===== config.mk =====
export PLATFORM = sky130hd
export DESIGN_NAME = mtcp_front_flat
export DESIGN_NICKNAME = d
export VERILOG_FILES = /design/src/hdl/mtcp_pkg.sv /design/src/hdl/mtcp_req_if.sv /design/src/hdl/mtcp_front.sv /design/src/flat_wrapper.sv
export SDC_FILE = /design/constraint.sdc
export NUM_CORES = 1
export LEC_CHECK = 0
export ABC_CLOCK_PERIOD_IN_PS = 5510
export BUFFER_PORTS_ARGS = -buffer_cell sky130_fd_sc_hd__buf_2
export CAP_MARGIN = 20
export CELL_PAD_IN_SITES_DETAIL_PLACEMENT = 1
export CELL_PAD_IN_SITES_GLOBAL_PLACEMENT = 2
export CORE_MARGIN = 5
export CORE_UTILIZATION = 34
export DETAILED_ROUTE_END_ITERATION = 8
export PLACE_DENSITY_LB_ADDON = 0.1
export SYNTH_ARGS = -nofsm -noshare
export SYNTH_HDL_FRONTEND = slang
export SYNTH_SLANG_ARGS = --single-unit

===== constraint.sdc =====
create_clock -name clk_i -period 5.51 [get_ports clk_i]
set_input_delay 0 -clock clk_i [delete_from_list [all_inputs] [get_ports clk_i]]
set_output_delay 0 -clock clk_i [all_outputs]
set_load 0.005 [all_outputs]

===== src/hdl/mtcp_pkg.sv =====
// ----------------------------------------------------------------------------
// mtcp_pkg
// Shared sizes, codes, command format and request classification for the
// Modbus TCP server engine.
// ----------------------------------------------------------------------------
package mtcp_pkg;

  localparam int NUM_COILS        = 256;
  localparam int NUM_DISCRETE     = 256;
  localparam int NUM_INPUT_REGS   = 128;
  localparam int NUM_HOLDING_REGS = 128;
  localparam int MAX_DATA_BYTES   = 128;

  localparam int HDR_LEN     = 12;
  localparam int QUEUE_DEPTH = 4;

  localparam int COIL_AW = $clog2(NUM_COILS);
  localparam int DISC_AW = $clog2(NUM_DISCRETE);
  localparam int IREG_AW = $clog2(NUM_INPUT_REGS) > 0 ? $clog2(NUM_INPUT_REGS) : 1;
  localparam int HREG_AW = $clog2(NUM_HOLDING_REGS) > 0 ? $clog2(NUM_HOLDING_REGS) : 1;
  localparam int MAX_AB  = COIL_AW > DISC_AW ? COIL_AW : DISC_AW;
  localparam int MAX_AR  = IREG_AW > HREG_AW ? IREG_AW : HREG_AW;
  localparam int TAB_AW  = MAX_AB > MAX_AR ? MAX_AB : MAX_AR;
  localparam int KW      = TAB_AW + 1;

  localparam logic [1:0] ACT_NET = 2'd0;
  localparam logic [1:0] ACT_WR  = 2'd1;
  localparam logic [1:0] ACT_RD  = 2'd2;

  localparam logic [1:0] SEL_COIL = 2'd0;
  localparam logic [1:0] SEL_DISC = 2'd1;
  localparam logic [1:0] SEL_IREG = 2'd2;
  localparam logic [1:0] SEL_HREG = 2'd3;

  localparam logic [7:0] FC_RD_COILS  = 8'd1;
  localparam logic [7:0] FC_RD_DISC   = 8'd2;
  localparam logic [7:0] FC_RD_HREGS  = 8'd3;
  localparam logic [7:0] FC_RD_IREGS  = 8'd4;
  localparam logic [7:0] FC_WR_COIL   = 8'd5;
  localparam logic [7:0] FC_WR_HREG   = 8'd6;
  localparam logic [7:0] FC_WR_COILS  = 8'd15;
  localparam logic [7:0] FC_WR_HREGS  = 8'd16;
  localparam logic [7:0] FC_EXC_FLAG  = 8'h80;

  localparam logic [1:0] EXC_NONE  = 2'd0;
  localparam logic [1:0] EXC_FUNC  = 2'd1;
  localparam logic [1:0] EXC_ADDR  = 2'd2;
  localparam logic [1:0] EXC_VALUE = 2'd3;

  localparam logic KIND_BYTES = 1'b0;
  localparam logic KIND_READ  = 1'b1;

  typedef logic [HDR_LEN-1:0][7:0] hdr_t;

  typedef enum logic [1:0] {
    WOP_NONE,
    WOP_WR,
    WOP_COIL8
  } wop_e;

  typedef enum logic [3:0] {
    ST_CLEAR,
    ST_IDLE,
    ST_WOP,
    ST_AREAD,
    ST_AOUT,
    ST_EXEC,
    ST_HDR,
    ST_BRD,
    ST_BACC,
    ST_BEMIT,
    ST_RRD,
    ST_RHI,
    ST_RLO
  } state_e;

  typedef struct packed {
    wop_e              wop;
    logic              rd;
    logic              resp;
    logic [1:0]        sel;
    logic [TAB_AW-1:0] idx;
    logic [15:0]       val;
    logic [7:0]        mask;
    logic              oor;
    hdr_t              hdr;
    logic [1:0]        err;
  } cmd_t;

  typedef struct packed {
    logic valid;
    cmd_t cmd;
  } qpush_t;

  function automatic logic [1:0] range_chk(logic [16:0] nbytes, logic [16:0] sum, int size);
    logic [1:0] e;
    if (nbytes > 17'(MAX_DATA_BYTES)) e = EXC_VALUE;
    else if (sum > 17'(size))         e = EXC_ADDR;
    else                              e = EXC_NONE;
    return e;
  endfunction

  function automatic logic [1:0] classify(hdr_t h);
    logic [15:0] start;
    logic [15:0] count;
    logic [16:0] sum;
    logic [16:0] bbytes;
    logic [16:0] rbytes;
    logic [1:0]  e;
    start  = {h[8], h[9]};
    count  = {h[10], h[11]};
    sum    = {1'b0, start} + {1'b0, count};
    bbytes = ({1'b0, count} + 17'd7) >> 3;
    rbytes = {count, 1'b0};
    unique case (h[7]) inside
      FC_RD_COILS, FC_WR_COILS: e = range_chk(bbytes, sum, NUM_COILS);
      FC_RD_DISC:               e = range_chk(bbytes, sum, NUM_DISCRETE);
      FC_RD_HREGS, FC_WR_HREGS: e = range_chk(rbytes, sum, NUM_HOLDING_REGS);
      FC_RD_IREGS:              e = range_chk(rbytes, sum, NUM_INPUT_REGS);
      FC_WR_COIL:  e = ({1'b0, start} < 17'(NUM_COILS)) ? EXC_NONE : EXC_ADDR;
      FC_WR_HREG:  e = ({1'b0, start} < 17'(NUM_HOLDING_REGS)) ? EXC_NONE : EXC_ADDR;
      default:     e = EXC_FUNC;
    endcase
    return e;
  endfunction

endpackage


===== src/hdl/mtcp_req_if.sv =====
// ----------------------------------------------------------------------------
// mtcp_req_if
// Request channel: network bytes and application table accesses.
// ----------------------------------------------------------------------------
interface mtcp_req_if;
  logic        valid;
  logic        ready;
  logic [1:0]  action;
  logic [7:0]  rx_byte;
  logic [1:0]  table_sel;
  logic [7:0]  table_index;
  logic [15:0] table_value;

  modport source(output valid, action, rx_byte, table_sel, table_index, table_value,
                 input ready);
  modport sink(input valid, action, rx_byte, table_sel, table_index, table_value,
               output ready);
endinterface


===== src/hdl/mtcp_front.sv =====
// ----------------------------------------------------------------------------
// mtcp_front
// Frame tracker: collects the header, classifies the request and turns each
// accepted item into at most one table command.
// ----------------------------------------------------------------------------
module mtcp_front (
  input  logic             clk_i,
  input  logic             rst_ni,
  mtcp_req_if.sink         req,
  input  logic             q_full_i,
  output mtcp_pkg::qpush_t q_push_o
);
  import mtcp_pkg::*;

  logic [8:0]  pos_q, pos_d;
  hdr_t        hdr_q, hdr_d;
  logic        armed_q, armed_d;
  logic [7:0]  held_q, held_d;
  logic        accept;
  logic [1:0]  err_n;
  logic [7:0]  fc_n;
  logic [15:0] start_n, count_n;
  logic [7:0]  d;
  logic [16:0] k;
  logic [11:0] kk;
  logic [16:0] base;
  logic        inr;
  cmd_t        cmd;

  assign req.ready = !q_full_i;
  assign accept    = req.valid && req.ready;

  always_comb begin
    hdr_d   = (pos_q == 9'd0) ? '0 : hdr_q;
    if (pos_q < 9'(HDR_LEN)) hdr_d[pos_q[3:0]] = req.rx_byte;
    err_n   = classify(hdr_d);
    fc_n    = hdr_d[7];
    start_n = {hdr_d[8], hdr_d[9]};
    count_n = {hdr_d[10], hdr_d[11]};
    armed_d = (pos_q == 9'd0) ? 1'b0 : armed_q;
    held_d  = held_q;
    pos_d   = pos_q;
    d       = 8'(pos_q - 9'd13);
    k       = {1'b0, start_n} + 17'(d >> 1);
    base    = {1'b0, start_n} + 17'({d, 3'b000});
    cmd     = '0;
    inr     = 1'b0;
    kk      = '0;
    case (req.table_sel)
      SEL_COIL: inr = 17'(req.table_index) < 17'(NUM_COILS);
      SEL_DISC: inr = 17'(req.table_index) < 17'(NUM_DISCRETE);
      SEL_IREG: inr = 17'(req.table_index) < 17'(NUM_INPUT_REGS);
      default:  inr = 17'(req.table_index) < 17'(NUM_HOLDING_REGS);
    endcase
    case (req.action)
      ACT_WR: begin
        cmd.wop = inr ? WOP_WR : WOP_NONE;
        cmd.sel = req.table_sel;
        cmd.idx = TAB_AW'(req.table_index);
        cmd.val = req.table_value;
      end
      ACT_RD: begin
        cmd.rd  = 1'b1;
        cmd.sel = req.table_sel;
        cmd.idx = TAB_AW'(req.table_index);
        cmd.oor = !inr;
      end
      ACT_NET: begin
        if (pos_q == 9'd11) begin
          armed_d = (fc_n == FC_WR_COILS || fc_n == FC_WR_HREGS) && err_n == EXC_NONE;
        end
        if (pos_q >= 9'd13 && armed_d) begin
          if (fc_n == FC_WR_COILS) begin
            for (int j = 0; j < 8; j++) begin
              kk = {1'b0, d, 3'b000} + 12'(j);
              cmd.mask[j] = (16'(kk) < count_n) &&
                            ({1'b0, start_n} + 17'(kk) < 17'(NUM_COILS));
            end
            cmd.wop = (cmd.mask != 8'd0) ? WOP_COIL8 : WOP_NONE;
            cmd.sel = SEL_COIL;
            cmd.idx = base[TAB_AW-1:0];
            cmd.val = {8'd0, req.rx_byte};
          end else if (17'(d) < {count_n, 1'b0}) begin
            if (!d[0]) begin
              held_d = req.rx_byte;
            end else if (k < 17'(NUM_HOLDING_REGS)) begin
              cmd.wop = WOP_WR;
              cmd.sel = SEL_HREG;
              cmd.idx = k[TAB_AW-1:0];
              cmd.val = {held_q, req.rx_byte};
            end
          end
        end
        if (pos_q >= 9'd5 && pos_q == 9'd5 + 9'(hdr_d[5])) begin
          cmd.resp = 1'b1;
          cmd.hdr  = hdr_d;
          cmd.err  = err_n;
          pos_d    = '0;
          armed_d  = 1'b0;
        end else begin
          pos_d = pos_q + 9'd1;
        end
      end
      default: ;
    endcase
    q_push_o.cmd   = cmd;
    q_push_o.valid = accept && (cmd.wop != WOP_NONE || cmd.rd || cmd.resp);
  end

  always_ff @(posedge clk_i or negedge rst_ni) begin
    if (!rst_ni) begin
      pos_q   <= '0;
      armed_q <= 1'b0;
      held_q  <= '0;
      hdr_q   <= '0;
    end else if (accept && req.action == ACT_NET) begin
      pos_q   <= pos_d;
      armed_q <= armed_d;
      held_q  <= held_d;
      hdr_q   <= hdr_d;
    end
  end

endmodule


===== src/flat_wrapper.sv =====
// flat-port wrapper written by rule: the top's interface ports become plain ports
module mtcp_front_flat import mtcp_pkg::*;
  (clk_i, rst_ni, q_full_i, q_push_o, req_valid, req_action, req_rx_byte, req_table_sel, req_table_index, req_table_value, req_ready);
  mtcp_req_if req_i ();
  input  logic clk_i;
  input  logic rst_ni;
  input  logic q_full_i;
  output mtcp_pkg::qpush_t q_push_o;
  input wire logic [$bits(req_i.valid)-1:0] req_valid;
  input wire logic [$bits(req_i.action)-1:0] req_action;
  input wire logic [$bits(req_i.rx_byte)-1:0] req_rx_byte;
  input wire logic [$bits(req_i.table_sel)-1:0] req_table_sel;
  input wire logic [$bits(req_i.table_index)-1:0] req_table_index;
  input wire logic [$bits(req_i.table_value)-1:0] req_table_value;
  output wire logic [$bits(req_i.ready)-1:0] req_ready;
  assign req_i.valid = req_valid;
  assign req_i.action = req_action;
  assign req_i.rx_byte = req_rx_byte;
  assign req_i.table_sel = req_table_sel;
  assign req_i.table_index = req_table_index;
  assign req_i.table_value = req_table_value;
  assign req_ready = req_i.ready;
  mtcp_front u_core (.clk_i(clk_i), .rst_ni(rst_ni), .req(req_i), .q_full_i(q_full_i), .q_push_o(q_push_o));
endmodule

==> impl_metrics.env <==
export IMPL_status="complete, no violations"
export IMPL_clk_latency_ns=0.44
export IMPL_ant_nets=0
export IMPL_path_clk_slew_ns=0.06
export IMPL_core_area_um2=34500
export IMPL_skew_ns=0.0168
export IMPL_seq_area_frac_synth_pct=24.1
export IMPL_drc_errors=0
export IMPL_timing_rr_end="u_core.armed_q"
export IMPL_synth_area_leaders="dfrtp_1 24%, nand2_1 6.1%, a21oi_1 5.6%"
export IMPL_synth_async_reset_ratio_pct=100
export IMPL_syn_num_nets=1682
export IMPL_vdd_drop_max_v=0.000220
export IMPL_cp_slowest_cell="or4_4"
export IMPL_r2r_cells=17
export IMPL_setup_violations_final=0
export IMPL_synth_top_area_share_pct=24.1
export IMPL_grt_usage_pct=29.2
export IMPL_gr_total_overflow=0
export IMPL_drt_iter0_drc=1061
export IMPL_io_pins=179
export IMPL_final_nets=1875
export IMPL_layout_worst_path_cycle_share_pct=98.6
export IMPL_die_x_um=197
export IMPL_place_hpwl_um=45100
export IMPL_endpoint="q_push_o[137]"
export IMPL_root_buffer="clkbuf_16"
export IMPL_synth_edf_count=0
export IMPL_reg2reg_from="u_core.pos_q[6]"
export IMPL_synth_ff_latch_count=114
export IMPL_p_per_area_nw_per_um2=276
export IMPL_clockBufferDepth=2
export IMPL_grt_max_degree=73
export IMPL_syn2layout_area_growth_pct=22.3
export IMPL_cp_startpoint="u_core.pos_q[6]"
export IMPL_cts_sinks=114
export IMPL_die_h_um=197
export IMPL_period_minus_slack_ns=5.43
export IMPL_cts_buffers=17
export IMPL_cp_buffers_inverters=5
export IMPL_htreeDepth=4
export IMPL_cellLeakagePower_nw=6.46
export IMPL_fill_cells=4279
export IMPL_synth_area_per_cell_um2=7.44
export IMPL_maxCapViolCount=0
export IMPL_dieArea_um2=38700
export IMPL_crit_cells=19
export IMPL_relSlewSlack_pct=34.1
export IMPL_ys_warnings_count=0
export IMPL_cpLargestDelayFamily="compound AO/OA/AOI/OAI gates"
export IMPL_worstPathCellList="or4_4, or3_4, a22oi_2, inv_1, ha_1, fa_1, inv_1, a31oi_1, o31ai_2, buf_4, nor3_1, o21ai_0, o2111ai_2, nor4_2, buf_4, nand2_1, a31o_1, a31oi_2, buf_2"
export IMPL_drt_wirelength_per_cell_um=25.8
export IMPL_num_vias=13600
export IMPL_syn_inst=1593
export IMPL_dr_pass1_iters=5
export IMPL_worst_slack_ns=0.0776
export IMPL_worstSetupStartpointType="flip-flop"
export IMPL_rsz0062_at_grt="yes"
export IMPL_synth_cell_area_um2=11900
export IMPL_vias_per_cell=6.02
export IMPL_worst_pin_slew_ns=0.988
export IMPL_crit_path_end_kind="output pin"
export IMPL_wl_um=58200
export IMPL_r2r_setup_slack_ns=0.58
export IMPL_fmax_mhz=184
export IMPL_numPortBuffers=178
export IMPL_cp_data_arrival_time_ns=5.43
export IMPL_instances_no_fill=2255
export IMPL_start_util_pct=34.4
export IMPL_synth_area_leader_cell="dfrtp_1"
export IMPL_grt_antenna_before_repair=2
export IMPL_synth_ff_type="dfrtp_1"
export IMPL_worstPathRequired_ns=5.51
export IMPL_place_congestion=0.994
export IMPL_num_rows=68
export IMPL_pre_cts_ws_ns=0.0375
export IMPL_grt_pass1_wl_um=87100
export IMPL_critPathMaxFanout=7
export IMPL_synth_distinct_cells=105
export IMPL_tritoncts="built"
export IMPL_cpPeakStageDelay_ns=0.61
export IMPL_drive_above_1_share_pct=23.2
export IMPL_drv_slew=0
export IMPL_grt_pass1_vias=13500
export IMPL_dp_cells=2213
export IMPL_hold_violations=0
export IMPL_critPathKind="reg -> out"
export IMPL_hold_class="in -> reg"
==> kinds of logic (layout without fill, tap and decap cells) <==
| family | after synthesis | after routing | synth area share (%) |
|---|---|---|---|
| AND/OR/NAND/NOR | 628 | 628 | 25.6 |
| AO/OA/AOI/OAI | 494 | 494 | 28.5 |
| buffers and inverters | 179 | 385 | 6.33 |
| flip-flops | 114 | 114 | 24.1 |
| XOR/XNOR | 89 | 89 | 6.70 |
| adder cells (fa/ha/maj) | 52 | 52 | 5.55 |
| multiplexers | 37 | 37 | 3.26 |
| other | 0 | 1 | 0 |
==> per-stage QoR <==
stage	hold slack (ns)	util [%]	TNS [ns]	area (um^2)	power [W]
6_report	0.0710	42.1	0	14500	0.00400
5_1_grt	0.0513	42.1	-0.566	14500	0.00418
4_1_cts	0.0450	41.6	-0.0429	14300	0.00396
3_5_place_dp	0.0525	39.5	0	13600	0.00269
3_3_place_gp	0.0511	39.5	0	13600	0.00266
2_1_floorplan	-0.296	-	0	11900	0.00198
==> worst min path at each step <==
stage | startpoint | endpoint | slack (ns) | depth (start not counted)
finish | req_rx_byte[0] | u_core.held_q[0] | 0.07 | 3
global route | req_rx_byte[0] | u_core.held_q[0] | 0.05 | 3
CTS | req_rx_byte[0] | u_core.held_q[0] | 0.05 | 3
detailed placement | rst_ni | u_core.hdr_q[0] | 0.05 | 1
global placement | rst_ni | u_core.hdr_q[0] | 0.05 | 1
floorplan | rst_ni | u_core.armed_q | -0.30 | 0
==> worst register-to-register path, cell delays in order (launching register included) <==
cell,delay [ns]
dfrtp_2,0.48
or4_4,0.61
or3_4,0.45
a22oi_1,0.29
inv_1,0.11
buf_4,0.19
ha_1,0.25
ha_1,0.22
inv_1,0.08
o211ai_1,0.12
and2_1,0.24
maj3_1,0.36
a21oi_1,0.19
xnor2_1,0.15
o2111ai_1,0.28
a2111oi_2,0.43
o211ai_1,0.16
o31ai_1,0.23
==> final cells by class <==
class	instances	area [um^2]	area share, %
clock inverter	14	203	1.40
tap	455	569	3.93
sequential	114	2860	19.7
clock buffer	18	439	3.03
inverter	64	245	1.69
multi-input combinational	1300	8440	58.2
timing repair buffer	289	1740	12.0
antenna	1	2.50	0.0173
==> where the power goes <==
part	internal, W	switching [W]	total, W	leakage [nW]
combinational	0.000625	0.00121	0.00184	4.59
sequential	0.000878	0.0000489	0.000927	1.56
clock	0.000775	0.000463	0.00124	0.305
total	0.00228	0.00172	0.00400	6.46
==> cells in the mapped netlist (all sizes together), types with 5 or more instances <==
library cell,count
o21ai,117
buf,39
and3,21
a21boi,7
a21o,18
or4,11
a22o,60
nand2b,9
a211oi,8
nand3,90
a41oi,7
mux2i,24
o21a,6
a31oi,24
dfrtp,114
o2111ai,5
and2,21
ha,47
a32o,7
mux2,13
xnor2,72
a22oi,13
clkbuf,76
or3,12
nor3,41
o211ai,8
a32oi,5
inv,60
o22ai,6
or2,7
nor2,148
o31ai,19
nand4,23
a21oi,134
a2111oi,6
nor2b,11
nor4,18
xor2,17
nand2,195
==> placed cells by master (no fill, tap or decap), types with 17 or more instances in the layout <==
master	instances
and2_1	19
inv_1	54
nand4_1	23
a21o_1	18
xnor2_1	70
buf_2	177
ha_1	43
a31oi_1	22
nand3_1	86
mux2i_1	23
a22o_1	60
nor3_1	36
and3_1	21
o21ai_0	104
clkbuf_16	17
nand2_1	191
xor2_1	17
dfrtp_1	112
nor2_1	146
buf_4	108
a21oi_1	132
==> state kept, by name, indices dropped and copies added, names as in the netlist <==
| name | count |
|---|---|
| u_core.held_q | 8 |
| u_core.armed_q | 1 |
| u_core.pos_q | 9 |
| u_core.hdr_q | 96 |
==> layer usage <==
layer,track usage [%],wire [um],vias to the layer above
li1,-,-,6201
met3,4.53,3400,79
met4,8.27,1490,0
met5,0,0,-
met2,47.0,26700,476
met1,40.9,26600,6812
==> repair_timing <==
action                                  CTS  global route
resized for setup                        14            25
hold buffers                              2             0
endpoints found under the hold margin    43             0
endpoints found under the setup margin   26            92
pin swaps                                 1             8
setup buffers                             0             7
(Power assumes the default switching activity.)
