==> src/hdl/mtcp_pkg.sv <==
// ----------------------------------------------------------------------------
// mtcp_pkg
// Shared sizes, codes, command format and request classification for the
// Modbus TCP server engine.
// ----------------------------------------------------------------------------
package mtcp_pkg;

  localparam int NUM_COILS        = 256;
  localparam int NUM_DISCRETE     = 256;
  localparam int NUM_INPUT_REGS   = 128;
  localparam int NUM_HOLDING_REGS = 128;
  localparam int MAX_DATA_BYTES   = 128;

  localparam int HDR_LEN     = 12;
  localparam int QUEUE_DEPTH = 4;

  localparam int COIL_AW = $clog2(NUM_COILS);
  localparam int DISC_AW = $clog2(NUM_DISCRETE);
  localparam int IREG_AW = $clog2(NUM_INPUT_REGS) > 0 ? $clog2(NUM_INPUT_REGS) : 1;
  localparam int HREG_AW = $clog2(NUM_HOLDING_REGS) > 0 ? $clog2(NUM_HOLDING_REGS) : 1;
  localparam int MAX_AB  = COIL_AW > DISC_AW ? COIL_AW : DISC_AW;
  localparam int MAX_AR  = IREG_AW > HREG_AW ? IREG_AW : HREG_AW;
  localparam int TAB_AW  = MAX_AB > MAX_AR ? MAX_AB : MAX_AR;
  localparam int KW      = TAB_AW + 1;

  localparam logic [1:0] ACT_NET = 2'd0;
  localparam logic [1:0] ACT_WR  = 2'd1;
  localparam logic [1:0] ACT_RD  = 2'd2;

  localparam logic [1:0] SEL_COIL = 2'd0;
  localparam logic [1:0] SEL_DISC = 2'd1;
  localparam logic [1:0] SEL_IREG = 2'd2;
  localparam logic [1:0] SEL_HREG = 2'd3;

  localparam logic [7:0] FC_RD_COILS  = 8'd1;
  localparam logic [7:0] FC_RD_DISC   = 8'd2;
  localparam logic [7:0] FC_RD_HREGS  = 8'd3;
  localparam logic [7:0] FC_RD_IREGS  = 8'd4;
  localparam logic [7:0] FC_WR_COIL   = 8'd5;
  localparam logic [7:0] FC_WR_HREG   = 8'd6;
  localparam logic [7:0] FC_WR_COILS  = 8'd15;
  localparam logic [7:0] FC_WR_HREGS  = 8'd16;
  localparam logic [7:0] FC_EXC_FLAG  = 8'h80;

  localparam logic [1:0] EXC_NONE  = 2'd0;
  localparam logic [1:0] EXC_FUNC  = 2'd1;
  localparam logic [1:0] EXC_ADDR  = 2'd2;
  localparam logic [1:0] EXC_VALUE = 2'd3;

  localparam logic KIND_BYTES = 1'b0;
  localparam logic KIND_READ  = 1'b1;

  typedef logic [HDR_LEN-1:0][7:0] hdr_t;

  typedef enum logic [1:0] {
    WOP_NONE,
    WOP_WR,
    WOP_COIL8
  } wop_e;

  typedef enum logic [3:0] {
    ST_CLEAR,
    ST_IDLE,
    ST_WOP,
    ST_AREAD,
    ST_AOUT,
    ST_EXEC,
    ST_HDR,
    ST_BRD,
    ST_BACC,
    ST_BEMIT,
    ST_RRD,
    ST_RHI,
    ST_RLO
  } state_e;

  typedef struct packed {
    wop_e              wop;
    logic              rd;
    logic              resp;
    logic [1:0]        sel;
    logic [TAB_AW-1:0] idx;
    logic [15:0]       val;
    logic [7:0]        mask;
    logic              oor;
    hdr_t              hdr;
    logic [1:0]        err;
  } cmd_t;

  typedef struct packed {
    logic valid;
    cmd_t cmd;
  } qpush_t;

  function automatic logic [1:0] range_chk(logic [16:0] nbytes, logic [16:0] sum, int size);
    logic [1:0] e;
    if (nbytes > 17'(MAX_DATA_BYTES)) e = EXC_VALUE;
    else if (sum > 17'(size))         e = EXC_ADDR;
    else                              e = EXC_NONE;
    return e;
  endfunction

  function automatic logic [1:0] classify(hdr_t h);
    logic [15:0] start;
    logic [15:0] count;
    logic [16:0] sum;
    logic [16:0] bbytes;
    logic [16:0] rbytes;
    logic [1:0]  e;
    start  = {h[8], h[9]};
    count  = {h[10], h[11]};
    sum    = {1'b0, start} + {1'b0, count};
    bbytes = ({1'b0, count} + 17'd7) >> 3;
    rbytes = {count, 1'b0};
    unique case (h[7]) inside
      FC_RD_COILS, FC_WR_COILS: e = range_chk(bbytes, sum, NUM_COILS);
      FC_RD_DISC:               e = range_chk(bbytes, sum, NUM_DISCRETE);
      FC_RD_HREGS, FC_WR_HREGS: e = range_chk(rbytes, sum, NUM_HOLDING_REGS);
      FC_RD_IREGS:              e = range_chk(rbytes, sum, NUM_INPUT_REGS);
      FC_WR_COIL:  e = ({1'b0, start} < 17'(NUM_COILS)) ? EXC_NONE : EXC_ADDR;
      FC_WR_HREG:  e = ({1'b0, start} < 17'(NUM_HOLDING_REGS)) ? EXC_NONE : EXC_ADDR;
      default:     e = EXC_FUNC;
    endcase
    return e;
  endfunction

endpackage

==> src/hdl/mtcp_queue.sv <==
// ----------------------------------------------------------------------------
// mtcp_queue
// Command queue between frame tracker and table engine.
// ----------------------------------------------------------------------------
module mtcp_queue (
  input  logic             clk_i,
  input  logic             rst_ni,
  input  mtcp_pkg::qpush_t push_i,
  output logic             full_o,
  input  logic             pop_i,
  output logic             nempty_o,
  output mtcp_pkg::cmd_t   head_o
);
  import mtcp_pkg::*;

  localparam int PW = $clog2(QUEUE_DEPTH);

  cmd_t          mem_q [QUEUE_DEPTH];
  logic [PW-1:0] wp_q, rp_q;
  logic [PW:0]   cnt_q;
  logic          do_push, do_pop;

  assign full_o   = cnt_q == (PW+1)'(QUEUE_DEPTH);
  assign nempty_o = cnt_q != '0;
  assign head_o   = mem_q[rp_q];
  assign do_push  = push_i.valid && !full_o;
  assign do_pop   = pop_i && nempty_o;

  always_ff @(posedge clk_i) begin
    if (do_push) mem_q[wp_q] <= push_i.cmd;
  end

  always_ff @(posedge clk_i or negedge rst_ni) begin
    if (!rst_ni) begin
      wp_q  <= '0;
      rp_q  <= '0;
      cnt_q <= '0;
    end else begin
      if (do_push) wp_q <= wp_q + PW'(1);
      if (do_pop)  rp_q <= rp_q + PW'(1);
      cnt_q <= cnt_q + (PW+1)'(do_push) - (PW+1)'(do_pop);
    end
  end

endmodule

==> config.mk <==
export PLATFORM = sky130hd
export DESIGN_NAME = mtcp_queue
export DESIGN_NICKNAME = d
export VERILOG_FILES = /design/src/hdl/mtcp_pkg.sv /design/src/hdl/mtcp_queue.sv
export SDC_FILE = /design/constraint.sdc
export NUM_CORES = 1
export LEC_CHECK = 0
export BUFFER_PORTS_ARGS = -buffer_cell sky130_fd_sc_hd__buf_2
export CAP_MARGIN = 20
export CORE_UTILIZATION = 57
export CTS_BUF_LIST = sky130_fd_sc_hd__clkbuf_16
export CTS_CLUSTER_SIZE = 10
export DETAILED_ROUTE_END_ITERATION = 8
export PLACE_DENSITY = 0.75
export SYNTH_ARGS = -nofsm -noshare
export SYNTH_HDL_FRONTEND = slang
export SYNTH_SLANG_ARGS = --single-unit
==> constraint.sdc <==
create_clock -name clk_i -period 6.2 [get_ports clk_i]
set_input_delay 1.24 -clock clk_i [delete_from_list [all_inputs] [get_ports clk_i]]
set_output_delay 1.24 -clock clk_i [all_outputs]
set_load 0.005 [all_outputs]
==> results of run 1 <==
-- through the flow --
stage / instances / hold slack, ps / power (mW)
floorplan: 756 / 543 / 7.21
global placement: 1467 / 580 / 8.27
detailed placement: 1467 / 585 / 8.33
CTS: 1569 / 452 / 11.4
global route: 1572 / 470 / 11.8
finish: 1575 / 487 / 11.3
-- report_power, final --
part / internal (mW) / total, mW / switching, mW
Combinational: 1.47 / 2.87 / 1.41
Sequential: 4.95 / 5.28 / 0.334
Clock: 1.79 / 3.10 / 1.30
-- metal layers --
metal | vias to the layer above | part of all wire [%] | wire length [um] | GRT usage (%)
li1 | 3933 | - | - | -
met1 | 4729 | 39 | 14500 | 27.1
met2 | 291 | 52 | 19100 | 34.1
met3 | 51 | 7.1 | 2620 | 5.72
met4 | 2 | 2.0 | 727 | 7.48
met5 | - | 0.041 | 15 | 0
-- flip-flops by register name, summed over array words and instances, names as in the netlist --
signal	cells
cnt_q	3
mem_q	548
rp_q	2
wp_q	2
-- cell families after synthesis --
family	share of synthesized area, %
adders and majority gates	0.470
AOI/OAI and AO/OA	0.161
buffers and inverters	1.30
DFF	82.1
and+or+nand+nor	0.519
xor gates and xnor gates	0.173
muxes	15.2
-- critical path, delay by kind of cell, from the launching register on --
kind / cells / cell delay [ps]
buffers and inverters: 2 / 790
flip-flops: 1 / 1040
multiplexers: 1 / 420
-- layout make-up --
| class | count | area (sq um) | share of cell area [%] |
|---|---|---|---|
| inverter | 5 | 18.8 | 0.0786 |
| timing repair buffer | 287 | 1530 | 6.42 |
| sequential | 555 | 16600 | 69.7 |
| clock buffer | 63 | 1580 | 6.60 |
| antenna | 6 | 15.0 | 0.0629 |
| clock inverter | 39 | 155 | 0.650 |
| multi-input combinational | 165 | 3370 | 14.1 |
| tap | 455 | 569 | 2.38 |
-- cells in the final DEF, fill, tap and decap left out, drive strengths merged, types with 3 or more instances in the layout --
cell / n
mux4: 137
edfxtp: 548
diode: 6
inv: 43
dfrtp: 7
buf: 287
xnor2: 3
ha: 6
clkbuf: 63
nand2b: 4
and3b: 4
-- cell usage after synthesis --
master / number / area (sq um)
buf_4: 2 / 15.0
nor3b_2: 1 / 12.5
o31a_1: 1 / 8.76
fa_1: 1 / 20.0
clkbuf_1: 2 / 7.51
or3_1: 1 / 6.26
nand2_1: 1 / 3.75
buf_6: 14 / 158
nand2b_1: 4 / 25.0
o211ai_1: 2 / 15.0
edfxtp_1: 548 / 16500
inv_1: 5 / 18.8
xor2_1: 1 / 8.76
o311ai_0: 1 / 8.76
buf_2: 13 / 65.1
xnor2_1: 3 / 26.3
dfrtp_1: 7 / 175
and3b_1: 4 / 35.0
ha_1: 6 / 75.1
mux4_2: 137 / 3090
nand4bb_1: 2 / 22.5
-- path summary, 6_finish.rpt --
path / to
min in group clk_i: wp_q[1]
setup reg to reg: mem_q[1][42]
max in group asynchronous: rp_q[1]
hold / removal: cnt_q[0]
hold reg to reg: wp_q[1]
setup / recovery: head_o[120]
==> flow_summary.yaml, run 1 <==
worst_setup_path:
  path_max_fanout: 59
  cpPeakStageDelay_ps: 1040
  start_kind: "flip-flop"
  rrSetupSlack_ps: 3530
  critPathCaptureType: "output pin"
  path_cells: "buf_4 -> mux4_2 -> buf_2"
  arrival_ps: 2870
  reg2regPathDepth: 3
  crit_type: "reg2out"
  slowest_stage: "dfrtp_4"
  r2r-start: "cnt_q[2]"
  startpoint: "rp_q[1]"
  worstPathRequired_ps: 4960
drt:
  drt_drc_violations_left: 0
  vias: 9006
  viasPerCell: 5.72
  ant_nets: 0
  firstDrtPassIters: 4
  wl_um: 36900
  routedWlPerCell_um: 23.4
  drtIter0Drc: 558
final_layout:
  fillers: 2134
  final_util_pct: 68.8
  postLayoutCellArea_sq_um: 23900
  nNetsFinal: 1223
  syn2layout_area_growth_pct: 17.9
  drive_above_1_share_pct: 44.5
logic_synthesis:
  yosys_warnings: 0
  ys_seq_area_share_pct: 82.1
  syn_area_per_cell_sq_um: 26.8
  synth_nets: 904
  ys_ff_latch: 555
  synth.distinct_cells: 21
  syn-instance-count: 756
  synth_area_sq_um: 20200
floorplan:
  rows: 68
  coreArea_sq_um: 34700
  io_pins: 280
  start_util_pct: 58.3
  dieArea_sq_um: 36300
  die_y_um: 190
  die_w_um: 190
power:
  p_leak_nw: 8.24
  powerDensity_nw_per_um2: 471
  vdd_ir_drop_max_uv: 337
cts:
  post_cts_resized: 0
  insertion_delay_ps: 600
  h-tree-depth: 2
  clk_pin_slew_ps: 50
  cts-root-buf: "clkbuf_16"
  ctsHoldBuffers: 0
  cts_buffers: 61
  cts_tree: "built"
  clock-sinks: 555
  clk_path_buf_depth: 3
  postCtsSetupBuffers: 0
global_routing:
  grt_first_pass_wirelength_um: 55500
  grt_overflow_total: 0
  grt_max_degree: 97
  track_usage_pct: 20.8
  antenna_found_initial: 7
  grt_pass1_vias: 9566
timing:
  post-route-period-util_pct: 66.3
  postLayoutSetupSlackWorst_ps: 2090
  final-max-slew-violation-count: 0
  fmax_mhz: 243
  hold_violations: 0
  finalClockSkew_ps: 23.2
  finalSetupViolCount: 0
  rsz0062_at_grt: "no"
  fin_tns_setup_ps: 0
  fin_crit_ps: 4110
  slew_headroom_pct: 29.7
  tightest_slew_ps: 1050
status:
  status: "completed"
placed_design:
  numPortBuffers: 279
  dp_slack_ps: 2650
  placedInstanceArea_sq_um: 22100
  dpl.hpwl_um: 21200
  place_congestion: 0.727
job:
  drv_cap: 0
min_path:
  worstHoldPathType: "in2async"
Note: power is estimated with default switching activity, not from simulation.
==> run 2: changes to the inputs <==
==> constraint.sdc (replaced) <==
create_clock -name clk_i -period 3.94 [get_ports clk_i]
set_input_delay 0.788 -clock clk_i [delete_from_list [all_inputs] [get_ports clk_i]]
set_output_delay 0.788 -clock clk_i [all_outputs]
set_load 0.005 [all_outputs]
==> flow_summary.yaml, run 2 (same netlist as run 1, synthesis figures left out) <==
timing:
  tightest_slew_ps: 858
  finalSetupViolCount: 0
  postLayoutSetupSlackWorst_ps: 658
  fin_tns_setup_ps: 0
  fin_crit_ps: 3280
  final-max-slew-violation-count: 0
  hold_violations: 0
  slew_headroom_pct: 42.8
  rsz0062_at_grt: "no"
  fmax_mhz: 305
  post-route-period-util_pct: 83.3
  timing.hold.ws_ps: 419
  finalClockSkew_ps: 7.43
drt:
  routedWlPerCell_um: 23.7
  firstDrtPassIters: 4
  wl_um: 36800
  drt_drc_violations_left: 0
  ant_nets: 0
  drtIter0Drc: 579
  viasPerCell: 5.74
  vias: 8918
global_routing:
  grt_pass1_vias: 9674
  antenna_found_initial: 6
  grt_overflow_total: 0
  grt_first_pass_wirelength_um: 55400
  grt_max_degree: 84
  track_usage_pct: 20.8
floorplan:
  io_pins: 280
  start_util_pct: 58.3
  coreArea_sq_um: 34700
  dieArea_sq_um: 36300
  rows: 68
  die_y_um: 190
  die_w_um: 190
worst_setup_path:
  worstPathRequired_ps: 3150
  arrival_ps: 2490
  start_kind: "flip-flop"
  timing.rr.end: "cnt_q[2]"
  crit_type: "reg2out"
  path_max_fanout: 24
  rrSetupSlack_ps: 1610
  critPathCaptureType: "output pin"
  r2r-start: "cnt_q[1]"
  reg2regPathDepth: 9
cts:
  cts_tree: "built"
  clock-sinks: 555
  clk_pin_slew_ps: 50
  h-tree-depth: 2
  insertion_delay_ps: 580
  cts_buffers: 61
  clk_path_buf_depth: 3
  cts-root-buf: "clkbuf_16"
final_layout:
  fillers: 2087
  largest_register_ffs: 548
  layout_common_cells: "548 x edfxtp_1, 279 x buf_2, 137 x mux4_2, 61 x clkbuf_16, 19 x inv_1"
  regMostFlops: "mem_q"
  final_common_cell: "edfxtp_1"
  final_util_pct: 68.6
  top_regs: "mem_q: 548 flops, cnt_q: 3 flops"
  syn2layout_area_growth_pct: 17.7
  drive_above_1_share_pct: 45.6
  fin_cells: 1554
  nNetsFinal: 1231
  postLayoutCellArea_sq_um: 23800
job:
  drv_cap: 0
placed_design:
  place_inst: 1474
  dp_slack_ps: 1190
  placedInstanceArea_sq_um: 22200
  place_congestion: 0.714
  dpl.hpwl_um: 21500
  numPortBuffers: 279
min_path:
  worstHoldPathType: "in2reg"
  hold_depth: 1
  min-delay-start: "push_i[10]"
  hold_end: "mem_q[0][10]"
power:
  powerDensity_nw_per_um2: 738
  vdd_ir_drop_max_uv: 501
  p_total_mw: 17.6
  p_leak_nw: 8.15
status:
  status: "completed"
## run 2: how the worst max path moves through the flow
stage                start           to  slack, ps  depth (start not counted)
6_report           rp_q[0]   head_o[86]        660                          3
5_1_grt            rp_q[0]   head_o[77]        480                          3
4_1_cts            rp_q[0]   head_o[77]        540                          3
3_5_place_dp       rp_q[0]   head_o[77]       1190                          3
3_3_place_gp       rp_q[0]   head_o[77]       1210                          3
2_1_floorplan  push_i[137]  mem_q[0][0]        990                          1
## run 2: metal layers
| layer | GRT usage, % | vias to the layer above | share of wire (%) |
|---|---|---|---|
| li1 | - | 3911 | - |
| met2 | 34.2 | 319 | 51 |
| met3 | 6.50 | 48 | 8.7 |
| met5 | 0 | - | 0.13 |
| met1 | 27.1 | 4632 | 39 |
| met4 | 5.91 | 8 | 1.5 |
## run 2: power by group
part           total (mW)  internal [mW]  switching (mW)
Combinational        4.81           2.38            2.43
Clock                4.65           2.71            1.94
Sequential           8.13           7.79           0.342
## run 2: timing repair
action / 4_1_cts / 5_1_grt
hold buffers: 1 / 0
setup buffers: 0 / 0
gates resized for setup: 0 / 0
endpoints found under the setup margin: 0 / 0
hold endpoints to repair: 7 / 0
## run 2: worst max-delay path: stages, from the launching register on
cell     delay [ps]
dfrtp_4         730
buf_4           450
mux4_2          570
buf_2           140
## run 2: layout make-up
type	count	area [sq um]	area share, %
clock buffers	61	1530	6.41
well taps	455	569	2.39
flip-flops and latches	555	16600	69.8
diodes	3	7.51	0.0315
multi-input cells	165	3370	14.1
inverters	5	18.8	0.0788
repair buffers	295	1640	6.90
clock inverters	15	57.6	0.242
==> run 3: changes to the inputs <==
--- a/config.mk
+++ b/config.mk
@@ -7,11 +7,11 @@
 export LEC_CHECK = 0
 export BUFFER_PORTS_ARGS = -buffer_cell sky130_fd_sc_hd__buf_2
 export CAP_MARGIN = 20
-export CORE_UTILIZATION = 57
+export CORE_UTILIZATION = 51
 export CTS_BUF_LIST = sky130_fd_sc_hd__clkbuf_16
 export CTS_CLUSTER_SIZE = 10
 export DETAILED_ROUTE_END_ITERATION = 8
-export PLACE_DENSITY = 0.75
+export PLACE_DENSITY = 0.71
 export SYNTH_ARGS = -nofsm -noshare
 export SYNTH_HDL_FRONTEND = slang
 export SYNTH_SLANG_ARGS = --single-unit
==> constraint.sdc (replaced) <==
create_clock -name clk_i -period 2.84 [get_ports clk_i]
set_input_delay 0.568 -clock clk_i [delete_from_list [all_inputs] [get_ports clk_i]]
set_output_delay 0.568 -clock clk_i [all_outputs]
set_load 0.005 [all_outputs]
==> flow_summary.yaml, run 3 (same netlist as run 1, synthesis figures left out) <==
status:
  status: "completed"
min_path:
  min-delay-start: "push_i[113]"
  hold_end: "mem_q[3][113]"
  worstHoldPathType: "in2reg"
  hold_depth: 1
global_routing:
  met3_usage_pct: 5.47
  grt_util_met1_pct: 26.6
  grt_max_degree: 65
  track_usage_pct: 19.7
  met2_usage_pct: 31.7
  antenna_found_initial: 5
  busiest_layer: "met2"
  grt_overflow_total: 0
  grt_first_pass_wirelength_um: 59300
  grt_pass1_vias: 9850
final_layout:
  regMostFlops: "mem_q"
  top_regs: "mem_q: 548 flops, cnt_q: 3 flops"
  largest_register_ffs: 548
  fin_cells: 1655
  drive_above_1_share_pct: 47.4
  syn2layout_area_growth_pct: 20.4
  postLayoutCellArea_sq_um: 24400
  final_common_cell: "edfxtp_1"
  final_util_pct: 62.6
  nNetsFinal: 1264
  layout_common_cells: "548 x edfxtp_1, 277 x buf_2, 137 x mux4_2, 63 x clkbuf_16, 27 x buf_4"
drt:
  drtIter0Drc: 545
  viasPerCell: 5.49
  drt_drc_violations_left: 0
  ant_nets: 0
  vias: 9081
  wl_um: 38900
  routedWlPerCell_um: 23.5
  firstDrtPassIters: 5
timing:
  fin_tns_setup_ps: 0
  post-route-period-util_pct: 97.1
  final-max-slew-violation-count: 0
  finalClockSkew_ps: 15.6
  rsz0062_at_grt: "yes"
  hold_violations: 0
  fin_crit_ps: 2760
  slew_headroom_pct: 62.1
  fmax_mhz: 363
  finalSetupViolCount: 0
  tightest_slew_ps: 562
placed_design:
  placedInstanceArea_sq_um: 22600
  place_congestion: 0.738
  numPortBuffers: 279
  dpl.hpwl_um: 24000
  place_inst: 1562
floorplan:
  io_pins: 280
  dieArea_sq_um: 40500
  die_y_um: 201
  start_util_pct: 52.0
  die_w_um: 201
  coreArea_sq_um: 38900
  rows: 72
power:
  powerDensity_nw_per_um2: 1030
  p_leak_nw: 8.38
  vdd_ir_drop_max_uv: 1040
worst_setup_path:
  rrSetupSlack_ps: 370
  critPathCaptureType: "output pin"
  reg2regPathDepth: 9
  crit_type: "reg2out"
  worstPathRequired_ps: 2270
  timing.rr.end: "cnt_q[2]"
  r2r-start: "cnt_q[1]"
  start_kind: "flip-flop"
  arrival_ps: 2190
  path_max_fanout: 34
cts:
  h-tree-depth: 2
  clk_path_buf_depth: 3
  clock-sinks: 555
  insertion_delay_ps: 600
  cts_buffers: 61
  clk_pin_slew_ps: 50
  cts-root-buf: "clkbuf_16"
  cts_tree: "built"
job:
  drv_cap: 0
[run 3: worst max-delay path by stage]
stage,from,to,slack [ps],cells after the start
global route,rp_q[0],head_o[51],-7,4
detailed placement,cnt_q[1],cnt_q[2],440,9
finish,rp_q[0],head_o[51],80,4
CTS,rp_q[0],head_o[136],-20,4
floorplan,cnt_q[2],mem_q[0][0],0.6,2
global placement,cnt_q[1],cnt_q[2],540,9
[run 3: worst max-delay path, cell delays in order, from the launching register on]
cell,delay [ps]
dfrtp_4,420
buf_12,140
buf_16,240
mux4_2,590
buf_2,160
[run 3: final cells by class]
cell class | count | area, sq um
sequential | 555 | 16600
clock buffer | 63 | 1580
timing repair buffer | 328 | 2050
inverter | 5 | 18.8
tap | 518 | 648
multi-input combinational | 165 | 3370
clock inverter | 14 | 58.8
fill | 2655 | 14500
antenna | 7 | 17.5
[run 3: through the flow]
step / worst slack, ps / total power, mW / hold slack [ps]
2_1_floorplan: 0.553 / 15.6 / 272
3_3_place_gp: 537 / 18.6 / 424
3_5_place_dp: 440 / 18.7 / 418
4_1_cts: -19.9 / 25.5 / 144
5_1_grt: -6.61 / 26.3 / 156
6_report: 81.9 / 25.2 / 181
[run 3: what timing repair did]
item / in CTS / in global routing
hold buffers: 1 / 0
setup endpoints to repair: 109 / 53
buffers inserted: 3 / 5
hold endpoints to repair: 7 / 0
resized for setup: 2 / 3
[run 3: power by group]
part	internal (mW)	leakage [nW]	switching [mW]
Combinational	3.73	2.43	3.69
Clock	3.87	0.849	2.77
Sequential	10.8	5.10	0.374
[run 3: metal layers]
layer	up-vias	routed length [um]	part of all wire, %
li1	3994	-	-
met1	4722	15900	41
met2	312	19100	49
met3	51	3190	8.2
met4	2	733	1.9
met5	-	12	0.031
